<file path="src/design/data_block_deframer_top_macros.svh">
// ----------------------------------------------------------------------------
// Data block deframer assertion macros
// Clocked assertion shorthands shared by the deframer RTL.
// ----------------------------------------------------------------------------
`ifndef DATA_BLOCK_DEFRAMER_TOP_MACROS_SVH
`define DATA_BLOCK_DEFRAMER_TOP_MACROS_SVH

// Same-cycle implication, disabled during reset
`define DBD_ASSERT_IMPL(label, clk, rst_n, ante, cons) \
    label: assert property (@(posedge clk) disable iff (!(rst_n)) (ante) |-> (cons)) \
        else $error("deframer check failed");

// Next-cycle implication, disabled during reset
`define DBD_ASSERT_NEXT(label, clk, rst_n, ante, cons) \
    label: assert property (@(posedge clk) disable iff (!(rst_n)) (ante) |=> (cons)) \
        else $error("deframer check failed");

`endif

</file>
<file path="src/design/dbd_pkg.sv">
// ----------------------------------------------------------------------------
// Data block deframer package
// Codes, defaults and types for the data block command deframer.
// ----------------------------------------------------------------------------
package dbd_pkg;

    // Block counter width default
    localparam int COUNT_WIDTH_DEFAULT = 16;

    // Command framing
    localparam logic [7:0]  CMD_BYTE   = 8'h67;
    localparam logic [32:0] HEADER_LEN = 33'd7;

    // Register reset values
    localparam logic [31:0] STREAM_LENGTH_RESET = 32'd1;
    localparam logic [15:0] MAX_BLOCKS_RESET    = 16'd10000;

    // Configuration address map (byte address 4*index)
    localparam int         PADDR_WIDTH       = 3;
    localparam logic [0:0] REG_STREAM_LENGTH = 1'b0;
    localparam logic [0:0] REG_MAX_BLOCKS    = 1'b1;

    // Result kinds
    localparam logic [2:0] KIND_IGNORED = 3'd0;
    localparam logic [2:0] KIND_HEADER  = 3'd1;
    localparam logic [2:0] KIND_ACCEPT  = 3'd2;
    localparam logic [2:0] KIND_REJECT  = 3'd3;
    localparam logic [2:0] KIND_PAYLOAD = 3'd4;

    // Header byte steps after the command byte
    localparam logic [2:0] STEP_COMPAT = 3'd1;
    localparam logic [2:0] STEP_TYPE   = 3'd2;
    localparam logic [2:0] STEP_SIZE0  = 3'd3;
    localparam logic [2:0] STEP_SIZE1  = 3'd4;
    localparam logic [2:0] STEP_SIZE2  = 3'd5;
    localparam logic [2:0] STEP_SIZE3  = 3'd6;

    // Scan phase
    typedef enum logic [3:0] {
        PH_SCAN    = 4'b0001,
        PH_HEADER  = 4'b0010,
        PH_PAYLOAD = 4'b0100,
        PH_IGNORE  = 4'b1000
    } phase_t;

endpackage

</file>
<file path="src/design/data_block_deframer_top.sv">
// ----------------------------------------------------------------------------
// Data block deframer
// Scans a command stream for data block commands and tags every byte.
// ----------------------------------------------------------------------------
// Takes one stream byte per cycle while the result channel is not stalled and
// returns one tagged result per byte: ignored, header, block accepted, block
// rejected or payload, with the block type, size and index, a last-of-block
// flag and an end-of-stream flag that carries the final block count. Each
// byte passes through the input register, the single scan step and the
// result register. The user must write stream_length and max_blocks over
// the APB port only between streams; the block does not enforce it. The
// state returns to the start of a stream after the byte that ends the stream.
`include "data_block_deframer_top_macros.svh"

module data_block_deframer_top
    import dbd_pkg::*;
#(
    parameter int COUNT_WIDTH = COUNT_WIDTH_DEFAULT
) (
    input  logic                   aclk,
    input  logic                   aresetn,
    // APB configuration port
    input  logic                   psel,
    input  logic                   penable,
    input  logic                   pwrite,
    input  logic [PADDR_WIDTH-1:0] paddr,
    input  logic [31:0]            pwdata,
    output logic [31:0]            prdata,
    output logic                   pready,
    // Input byte channel
    input  logic                   s_valid,
    output logic                   s_ready,
    input  logic [7:0]             s_data_byte,
    // Result channel
    output logic                   m_valid,
    input  logic                   m_ready,
    output logic [2:0]             m_kind,
    output logic [7:0]             m_out_byte,
    output logic [7:0]             m_block_type,
    output logic [31:0]            m_block_size,
    output logic [15:0]            m_block_index,
    output logic                   m_last_of_block,
    output logic                   m_stream_done,
    output logic [15:0]            m_accept_count
);

    // Configuration registers
    logic [31:0] stream_length_reg;
    logic [15:0] max_blocks_reg;

    // Input stage
    logic       in_valid_reg;
    logic [7:0] in_byte_reg;
    logic       advance;

    // Scan state
    phase_t                 phase_reg, phase_next;
    logic [31:0]            byte_position_reg, byte_position_next;
    logic [2:0]             header_step_reg, header_step_next;
    logic [7:0]             type_hold_reg, type_hold_next;
    logic [31:0]            size_accum_reg, size_accum_next;
    logic [31:0]            payload_left_reg, payload_left_next;
    logic [COUNT_WIDTH-1:0] blocks_found_reg, blocks_found_next;

    // Result register
    logic        m_valid_reg;
    logic [2:0]  m_kind_reg, m_kind_next;
    logic [7:0]  m_out_byte_reg, m_out_byte_next;
    logic [7:0]  m_block_type_reg, m_block_type_next;
    logic [31:0] m_block_size_reg, m_block_size_next;
    logic [15:0] m_block_index_reg, m_block_index_next;
    logic        m_last_reg, m_last_next;
    logic        m_done_reg, m_done_next;
    logic [15:0] m_accept_count_reg, m_accept_count_next;

    // Scan step helpers
    logic                   cfg_write;
    logic [32:0]            pos_plus1;
    logic                   stream_end;
    logic [31:0]            size_new;
    logic [31:0]            left_dec;
    logic [COUNT_WIDTH-1:0] count_inc;
    logic [COUNT_WIDTH-1:0] count_dec;
    logic                   limit_inc;
    logic                   limit_cur;

    // APB write and read
    assign cfg_write = psel && penable && pwrite;
    assign pready    = 1'b1;

    always_comb begin
        case (paddr[2])
            REG_STREAM_LENGTH: prdata = stream_length_reg;
            REG_MAX_BLOCKS:    prdata = {16'd0, max_blocks_reg};
            default:           prdata = 32'd0;
        endcase
    end

    always_ff @(posedge aclk) begin
        if (!aresetn) begin
            stream_length_reg <= STREAM_LENGTH_RESET;
            max_blocks_reg    <= MAX_BLOCKS_RESET;
        end else if (cfg_write) begin
            case (paddr[2])
                REG_STREAM_LENGTH: stream_length_reg <= pwdata;
                REG_MAX_BLOCKS:    max_blocks_reg    <= pwdata[15:0];
                default: ;
            endcase
        end
    end

    // Handshake: the step runs when a byte is held and the result slot frees up
    assign advance = in_valid_reg && (!m_valid_reg || m_ready);
    assign s_ready = !in_valid_reg || advance;

    always_ff @(posedge aclk) begin
        if (!aresetn) begin
            in_valid_reg <= 1'b0;
        end else if (s_valid && s_ready) begin
            in_valid_reg <= 1'b1;
        end else if (advance) begin
            in_valid_reg <= 1'b0;
        end
    end

    always_ff @(posedge aclk) begin
        if (s_valid && s_ready) begin
            in_byte_reg <= s_data_byte;
        end
    end

    // Counter arithmetic and stop conditions
    assign pos_plus1 = {1'b0, byte_position_reg} + 33'd1;
    assign stream_end = pos_plus1 >= {1'b0, stream_length_reg};
    assign left_dec  = payload_left_reg - 32'd1;
    assign count_inc = blocks_found_reg + COUNT_WIDTH'(1);
    assign count_dec = blocks_found_reg - COUNT_WIDTH'(1);
    assign limit_inc = (32'(count_inc) >= 32'(max_blocks_reg)) || (&count_inc);
    assign limit_cur = (32'(blocks_found_reg) >= 32'(max_blocks_reg)) || (&blocks_found_reg);

    // Merge the size byte of this header step
    always_comb begin
        size_new = size_accum_reg;
        case (header_step_reg)
            STEP_SIZE0: size_new[7:0]   = size_accum_reg[7:0]   | in_byte_reg;
            STEP_SIZE1: size_new[15:8]  = size_accum_reg[15:8]  | in_byte_reg;
            STEP_SIZE2: size_new[23:16] = size_accum_reg[23:16] | in_byte_reg;
            STEP_SIZE3: size_new[31:24] = size_accum_reg[31:24] | in_byte_reg;
            default: ;
        endcase
    end

    // Scan step for one byte
    always_comb begin
        phase_next         = phase_reg;
        byte_position_next = byte_position_reg;
        header_step_next   = header_step_reg;
        type_hold_next     = type_hold_reg;
        size_accum_next    = size_accum_reg;
        payload_left_next  = payload_left_reg;
        blocks_found_next  = blocks_found_reg;

        m_kind_next        = KIND_IGNORED;
        m_out_byte_next    = 8'd0;
        m_block_type_next  = 8'd0;
        m_block_size_next  = 32'd0;
        m_block_index_next = 16'd0;
        m_last_next        = 1'b0;

        case (phase_reg)
            PH_SCAN: begin
                if (in_byte_reg == CMD_BYTE &&
                    ({1'b0, byte_position_reg} + HEADER_LEN) < {1'b0, stream_length_reg}) begin
                    m_kind_next      = KIND_HEADER;
                    phase_next       = PH_HEADER;
                    header_step_next = STEP_COMPAT;
                    type_hold_next   = 8'd0;
                    size_accum_next  = 32'd0;
                end
            end
            PH_HEADER: begin
                if (header_step_reg == STEP_TYPE) begin
                    type_hold_next = in_byte_reg;
                end
                size_accum_next = size_new;
                if (header_step_reg >= STEP_SIZE3) begin
                    m_block_type_next = type_hold_reg;
                    m_block_size_next = size_new;
                    header_step_next  = 3'd0;
                    if ((pos_plus1 + {1'b0, size_new}) <= {1'b0, stream_length_reg}) begin
                        // Block fits in the rest of the stream
                        m_kind_next        = KIND_ACCEPT;
                        m_block_index_next = 16'(blocks_found_reg);
                        blocks_found_next  = count_inc;
                        if (size_new == 32'd0) begin
                            m_last_next = 1'b1;
                            phase_next  = limit_inc ? PH_IGNORE : PH_SCAN;
                        end else begin
                            payload_left_next = size_new;
                            phase_next        = PH_PAYLOAD;
                        end
                    end else begin
                        // Oversized block: drop the rest of the stream
                        m_kind_next = KIND_REJECT;
                        phase_next  = PH_IGNORE;
                    end
                end else begin
                    m_kind_next      = KIND_HEADER;
                    header_step_next = header_step_reg + 3'd1;
                end
            end
            PH_PAYLOAD: begin
                m_kind_next        = KIND_PAYLOAD;
                m_out_byte_next    = in_byte_reg;
                m_block_type_next  = type_hold_reg;
                m_block_size_next  = size_accum_reg;
                m_block_index_next = 16'(count_dec);
                payload_left_next  = left_dec;
                if (left_dec == 32'd0) begin
                    m_last_next = 1'b1;
                    phase_next  = limit_cur ? PH_IGNORE : PH_SCAN;
                end
            end
            PH_IGNORE: ;
            default: phase_next = PH_SCAN;
        endcase

        m_done_next         = stream_end;
        m_accept_count_next = 16'(blocks_found_next);

        // Restart the scan after the last byte of the stream
        if (stream_end) begin
            phase_next         = PH_SCAN;
            byte_position_next = 32'd0;
            header_step_next   = 3'd0;
            type_hold_next     = 8'd0;
            size_accum_next    = 32'd0;
            payload_left_next  = 32'd0;
            blocks_found_next  = '0;
        end else begin
            byte_position_next = byte_position_reg + 32'd1;
        end
    end

    // Advance the scan state
    always_ff @(posedge aclk) begin
        if (!aresetn) begin
            phase_reg         <= PH_SCAN;
            byte_position_reg <= 32'd0;
            header_step_reg   <= 3'd0;
            type_hold_reg     <= 8'd0;
            size_accum_reg    <= 32'd0;
            payload_left_reg  <= 32'd0;
            blocks_found_reg  <= '0;
        end else if (advance) begin
            phase_reg         <= phase_next;
            byte_position_reg <= byte_position_next;
            header_step_reg   <= header_step_next;
            type_hold_reg     <= type_hold_next;
            size_accum_reg    <= size_accum_next;
            payload_left_reg  <= payload_left_next;
            blocks_found_reg  <= blocks_found_next;
        end
    end

    // Result register: load on a step, drop after the transfer
    always_ff @(posedge aclk) begin
        if (!aresetn) begin
            m_valid_reg <= 1'b0;
        end else if (advance) begin
            m_valid_reg <= 1'b1;
        end else if (m_ready) begin
            m_valid_reg <= 1'b0;
        end
    end

    always_ff @(posedge aclk) begin
        if (advance) begin
            m_kind_reg         <= m_kind_next;
            m_out_byte_reg     <= m_out_byte_next;
            m_block_type_reg   <= m_block_type_next;
            m_block_size_reg   <= m_block_size_next;
            m_block_index_reg  <= m_block_index_next;
            m_last_reg         <= m_last_next;
            m_done_reg         <= m_done_next;
            m_accept_count_reg <= m_accept_count_next;
        end
    end

    assign m_valid         = m_valid_reg;
    assign m_kind          = m_kind_reg;
    assign m_out_byte      = m_out_byte_reg;
    assign m_block_type    = m_block_type_reg;
    assign m_block_size    = m_block_size_reg;
    assign m_block_index   = m_block_index_reg;
    assign m_last_of_block = m_last_reg;
    assign m_stream_done   = m_done_reg;
    assign m_accept_count  = m_accept_count_reg;

    // Checks
    `DBD_ASSERT_IMPL(a_payload_left_nonzero, aclk, aresetn,
        phase_reg == PH_PAYLOAD, payload_left_reg != 32'd0)
    `DBD_ASSERT_IMPL(a_header_step_range, aclk, aresetn,
        phase_reg == PH_HEADER,
        header_step_reg >= STEP_COMPAT && header_step_reg <= STEP_SIZE3)
    `DBD_ASSERT_IMPL(a_empty_block_last, aclk, aresetn,
        m_valid_reg && m_kind_reg == KIND_ACCEPT && m_block_size_reg == 32'd0,
        m_last_reg)
    `DBD_ASSERT_NEXT(a_restart_on_end, aclk, aresetn,
        advance && stream_end, byte_position_reg == 32'd0 && phase_reg == PH_SCAN)

endmodule
</file>
<file path="config.mk">
export PLATFORM = sky130hd
export DESIGN_NAME = data_block_deframer_top
export DESIGN_NICKNAME = d
export VERILOG_FILES = /design/src/design/dbd_pkg.sv /design/src/design/data_block_deframer_top.sv
export VERILOG_INCLUDE_DIRS = /design/src /design/src/design
export SDC_FILE = /design/constraint.sdc
export NUM_CORES = 1
export LEC_CHECK = 0
export ABC_AREA = 1
export BUFFER_PORTS_ARGS = -buffer_cell sky130_fd_sc_hd__buf_2
export CAP_MARGIN = 20
export CORE_MARGIN = 3
export CORE_UTILIZATION = 35
export CTS_BUF_LIST = sky130_fd_sc_hd__clkbuf_4 sky130_fd_sc_hd__clkbuf_8
export DETAILED_ROUTE_END_ITERATION = 8
export SYNTH_ARGS = -nofsm -noshare
export SYNTH_HDL_FRONTEND = slang
export SYNTH_SLANG_ARGS = --single-unit
export TNS_END_PERCENT = 20
</file>
<file path="constraint.sdc">
create_clock -name aclk -period 8.29 [get_ports aclk]
set_input_delay 0.4145 -clock aclk [delete_from_list [all_inputs] [get_ports aclk]]
set_output_delay 0.4145 -clock aclk [all_outputs]
set_load 0.01 [all_outputs]
</file>
==> flow_metrics.py <==
metrics = {
    "finish": {
        "antenna_cells": 0,
        "nets": 3157,
        "areaGrowthSynthToFinish_pct": 14.17,
        "drive_gt1_frac": 0.1032,
        "nFillCells": 5715,
    },
    "synth": {
        "synth_async_sr_flop_share": 0,
        "synth_area_sq_um": 19290,
        "synthCells": 2782,
        "synth.most_common_cell": "nand2_1",
        "syn-num-nets": 3005,
        "ys_seq_area_frac": 0.3284,
        "ys_seq_elements": 270,
        "syn_area_per_cell_sq_um": 6.936,
        "synth_ff_type": "dfxtp_1",
        "synth_top_area_cell": "dfxtp_1",
        "synth_common_cells": "617 x nand2_1, 393 x nor2_1, 317 x inv_1",
        "yosys_warnings": 0,
        "ys_top_cells_by_area": "dfxtp_1 18%, edfxtp_1 14%, nand2_1 12%, ha_1 11%, nor2_1 7.6%",
        "yosys.cell_types.count": 54,
        "synth_edf_count": 93,
        "synth_top_cell_area_share": 0.1836,
    },
    "grt": {
        "grt_usage": 0.2128,
        "grt_pass1_vias": 16930,
        "grt_max_degree": 70,
        "antenna_found_initial": 4,
        "grt_pass1_wl_mm": 96.07,
        "gr-total-overflow": 0,
    },
    "power": {
        "swShare": 0.3748,
        "p_sw_uw": 1615,
        "p_seq_frac": 0.346,
        "power_frac_clock": 0.346,
        "total_power_uw": 4309,
        "irDropWorstVdd_mv": 0.1025,
        "leakage_uw": 0.01017,
        "p_int_uw": 2694,
        "p_per_area_nw_per_um2": 195.6,
        "power.combinational.fraction": 0.308,
    },
    "drt": {
        "top_layer_used": "met5",
        "ant_nets": 0,
        "drc": 0,
        "met1_length_mm": 28.57,
        "drt_pass1_iterations": 6,
        "wl_met3_mm": 4.371,
        "num_vias": 18790,
        "vias_per_cell": 5.118,
        "wl_met2_mm": 28.26,
        "drt_iter0_drc": 1706,
        "wire_per_inst_microns": 17.18,
        "wirelength_mm": 63.08,
    },
    "sta": {
        "setup_viol": 0,
        "drv_slew": 0,
        "slew_headroom": 0.3782,
        "final_hold_viol_count": 0,
        "rsz0062_at_grt": "no",
        "setup_tns_ps": 0,
        "fin_skew_ps": 42.91,
        "fin_crit_sh": 0.8392,
        "min_period_ps": 6957,
        "worst_pin_slew_ps": 932.7,
        "max_clock_freq_mhz": 143.7,
    },
    "clock_tree": {
        "htree_levels": 2,
        "post_cts_resize_count": 0,
        "cts_tree": "done",
        "insertion_delay_ps": 670,
        "ctsLongestPathBuffers": 3,
        "cts-root-buf": "clkbuf_8",
        "cts_setup_buffers": 0,
        "cts.sinks": 270,
        "numCtsBuffers": 50,
        "postCtsHoldBufs": 20,
        "path_clk_slew_ps": 60,
    },
    "critical_path": {
        "path_common_cell": "nand2_1",
        "critPathKind": "reg2reg",
        "critPathArrivalTime_ps": 7500,
        "cpMaxStageDelayCell": "nand2_1",
        "critical_path_required_ps": 8830,
        "cp_max_fo": 38,
        "crit_path_max_incr_delay_ps": 480,
        "setup.worst_path.start_class": "flip-flop",
        "worstSetupEndpointType": "flip-flop",
    },
    "placed_design": {
        "port_buffers": 166,
        "hpwl_mm": 47.26,
        "routabilityCongestion": 0.9286,
    },
    "floorplanning": {
        "dieArea_sq_um": 57980,
        "start_util": 0.3564,
        "io_pins": 170,
        "die-height_microns": 240.8,
        "rows": 85,
        "die_x_microns": 240.8,
        "core-area_sq_um": 54130,
    },
    "worst_hold_path": {
        "hold_class": "in2reg",
    },
    "job": {
        "cap_violations": 0,
    },
    "outcome": {
        "outcome": "complete, no violations",
    },
}
-- worst paths after layout --
path / start / endpoint / slack [ps] / depth (start not counted)
max: byte_position_reg[0] / payload_left_reg[20] / 1330 / 34
max reg2reg: byte_position_reg[0] / payload_left_reg[20] / 1330 / 34
min: pwdata[29] / stream_length_reg[29] / 50 / 3
min reg2reg: type_hold_reg[1] / type_hold_reg[1] / 480 / 2
-- layer usage --
layer	vias to the layer above	global-route usage
met2	598	0.3381
li1	9507	-
met1	8560	0.2954
met3	119	0.03691
met5	-	0
met4	6	0.06699
-- final cells by class --
| type | count | area, sq um | area share |
|---|---|---|---|
| Multi-Input combinational cell | 2084 | 11300 | 0.5129 |
| Sequential cell | 270 | 6336 | 0.2876 |
| Inverter | 323 | 1216 | 0.05521 |
| Timing Repair Buffer | 205 | 1174 | 0.05328 |
| Tap cell | 696 | 870.8 | 0.03953 |
| Clock buffer | 64 | 818.3 | 0.03715 |
| Clock inverter | 29 | 315.3 | 0.01431 |
-- cell families after synthesis --
family	count (synthesis)	share of synthesized area
adders and majority gates	173	0.1126
xor gates and xnor gates	113	0.05129
DFF	270	0.3284
other	1	0.0001944
buffers and inverters	428	0.08709
and+or+nand+nor	1283	0.2797
AOI/OAI and AO/OA	514	0.1407
-- cells in the final DEF (no fill, tap or decap), drive strengths merged, types with 2 or more instances in the layout --
cell type	count
o21a	9
nand4	68
and3	2
nand3b	2
nand2	625
o2111ai	3
clkbuf	64
ha	172
o32ai	7
nor2	404
clkinv	23
xnor2	26
o21bai	3
a21o	3
buf	185
o22ai	2
nand3	117
o21ai	218
a21oi	244
o211ai	8
dfxtp	177
bufinv	6
xor2	87
nor3	36
nor4	13
and2	9
dlygate4sd3	20
or2	2
a211oi	11
edfxtp	93
nor3b	2
inv	322
a31oi	3
-- critical path, delay by kind of cell, from the launching register on --
| family | cells | cell delay (ps) |
|---|---|---|
| and+or+nand+nor | 22 | 3570 |
| AOI/OAI and AO/OA | 4 | 900 |
| buffers and inverters | 4 | 710 |
| adders and majority gates | 2 | 650 |
| xor gates and xnor gates | 2 | 610 |
| DFF | 1 | 380 |
-- power by group through the flow --
stage | registers, uW | logic (uW) | clock network (uW)
after floorplan | 1520 | 938 | 0
after global placement | 1520 | 1300 | 0
after detailed placement | 1520 | 1290 | 0
after CTS | 1490 | 1310 | 1530
after global routing | 1500 | 1490 | 1600
final | 1490 | 1330 | 1490
-- stage by stage --
step                instance area [sq um]    util  setup WS, ps  cells  hold slack, ps
detailed placement                  20690  0.3823          1461   3558           472.6
floorplan                           19290       -          3409   2782           454.0
global placement                    20690  0.3823          1539   3558           465.0
finish                              22030  0.4069          1333   3671           45.20
global route                        22030  0.4069         630.5   3671           23.59
CTS                                 22030  0.4069          1428   3671           4.626
Note: power is estimated with default switching activity, not from simulation.
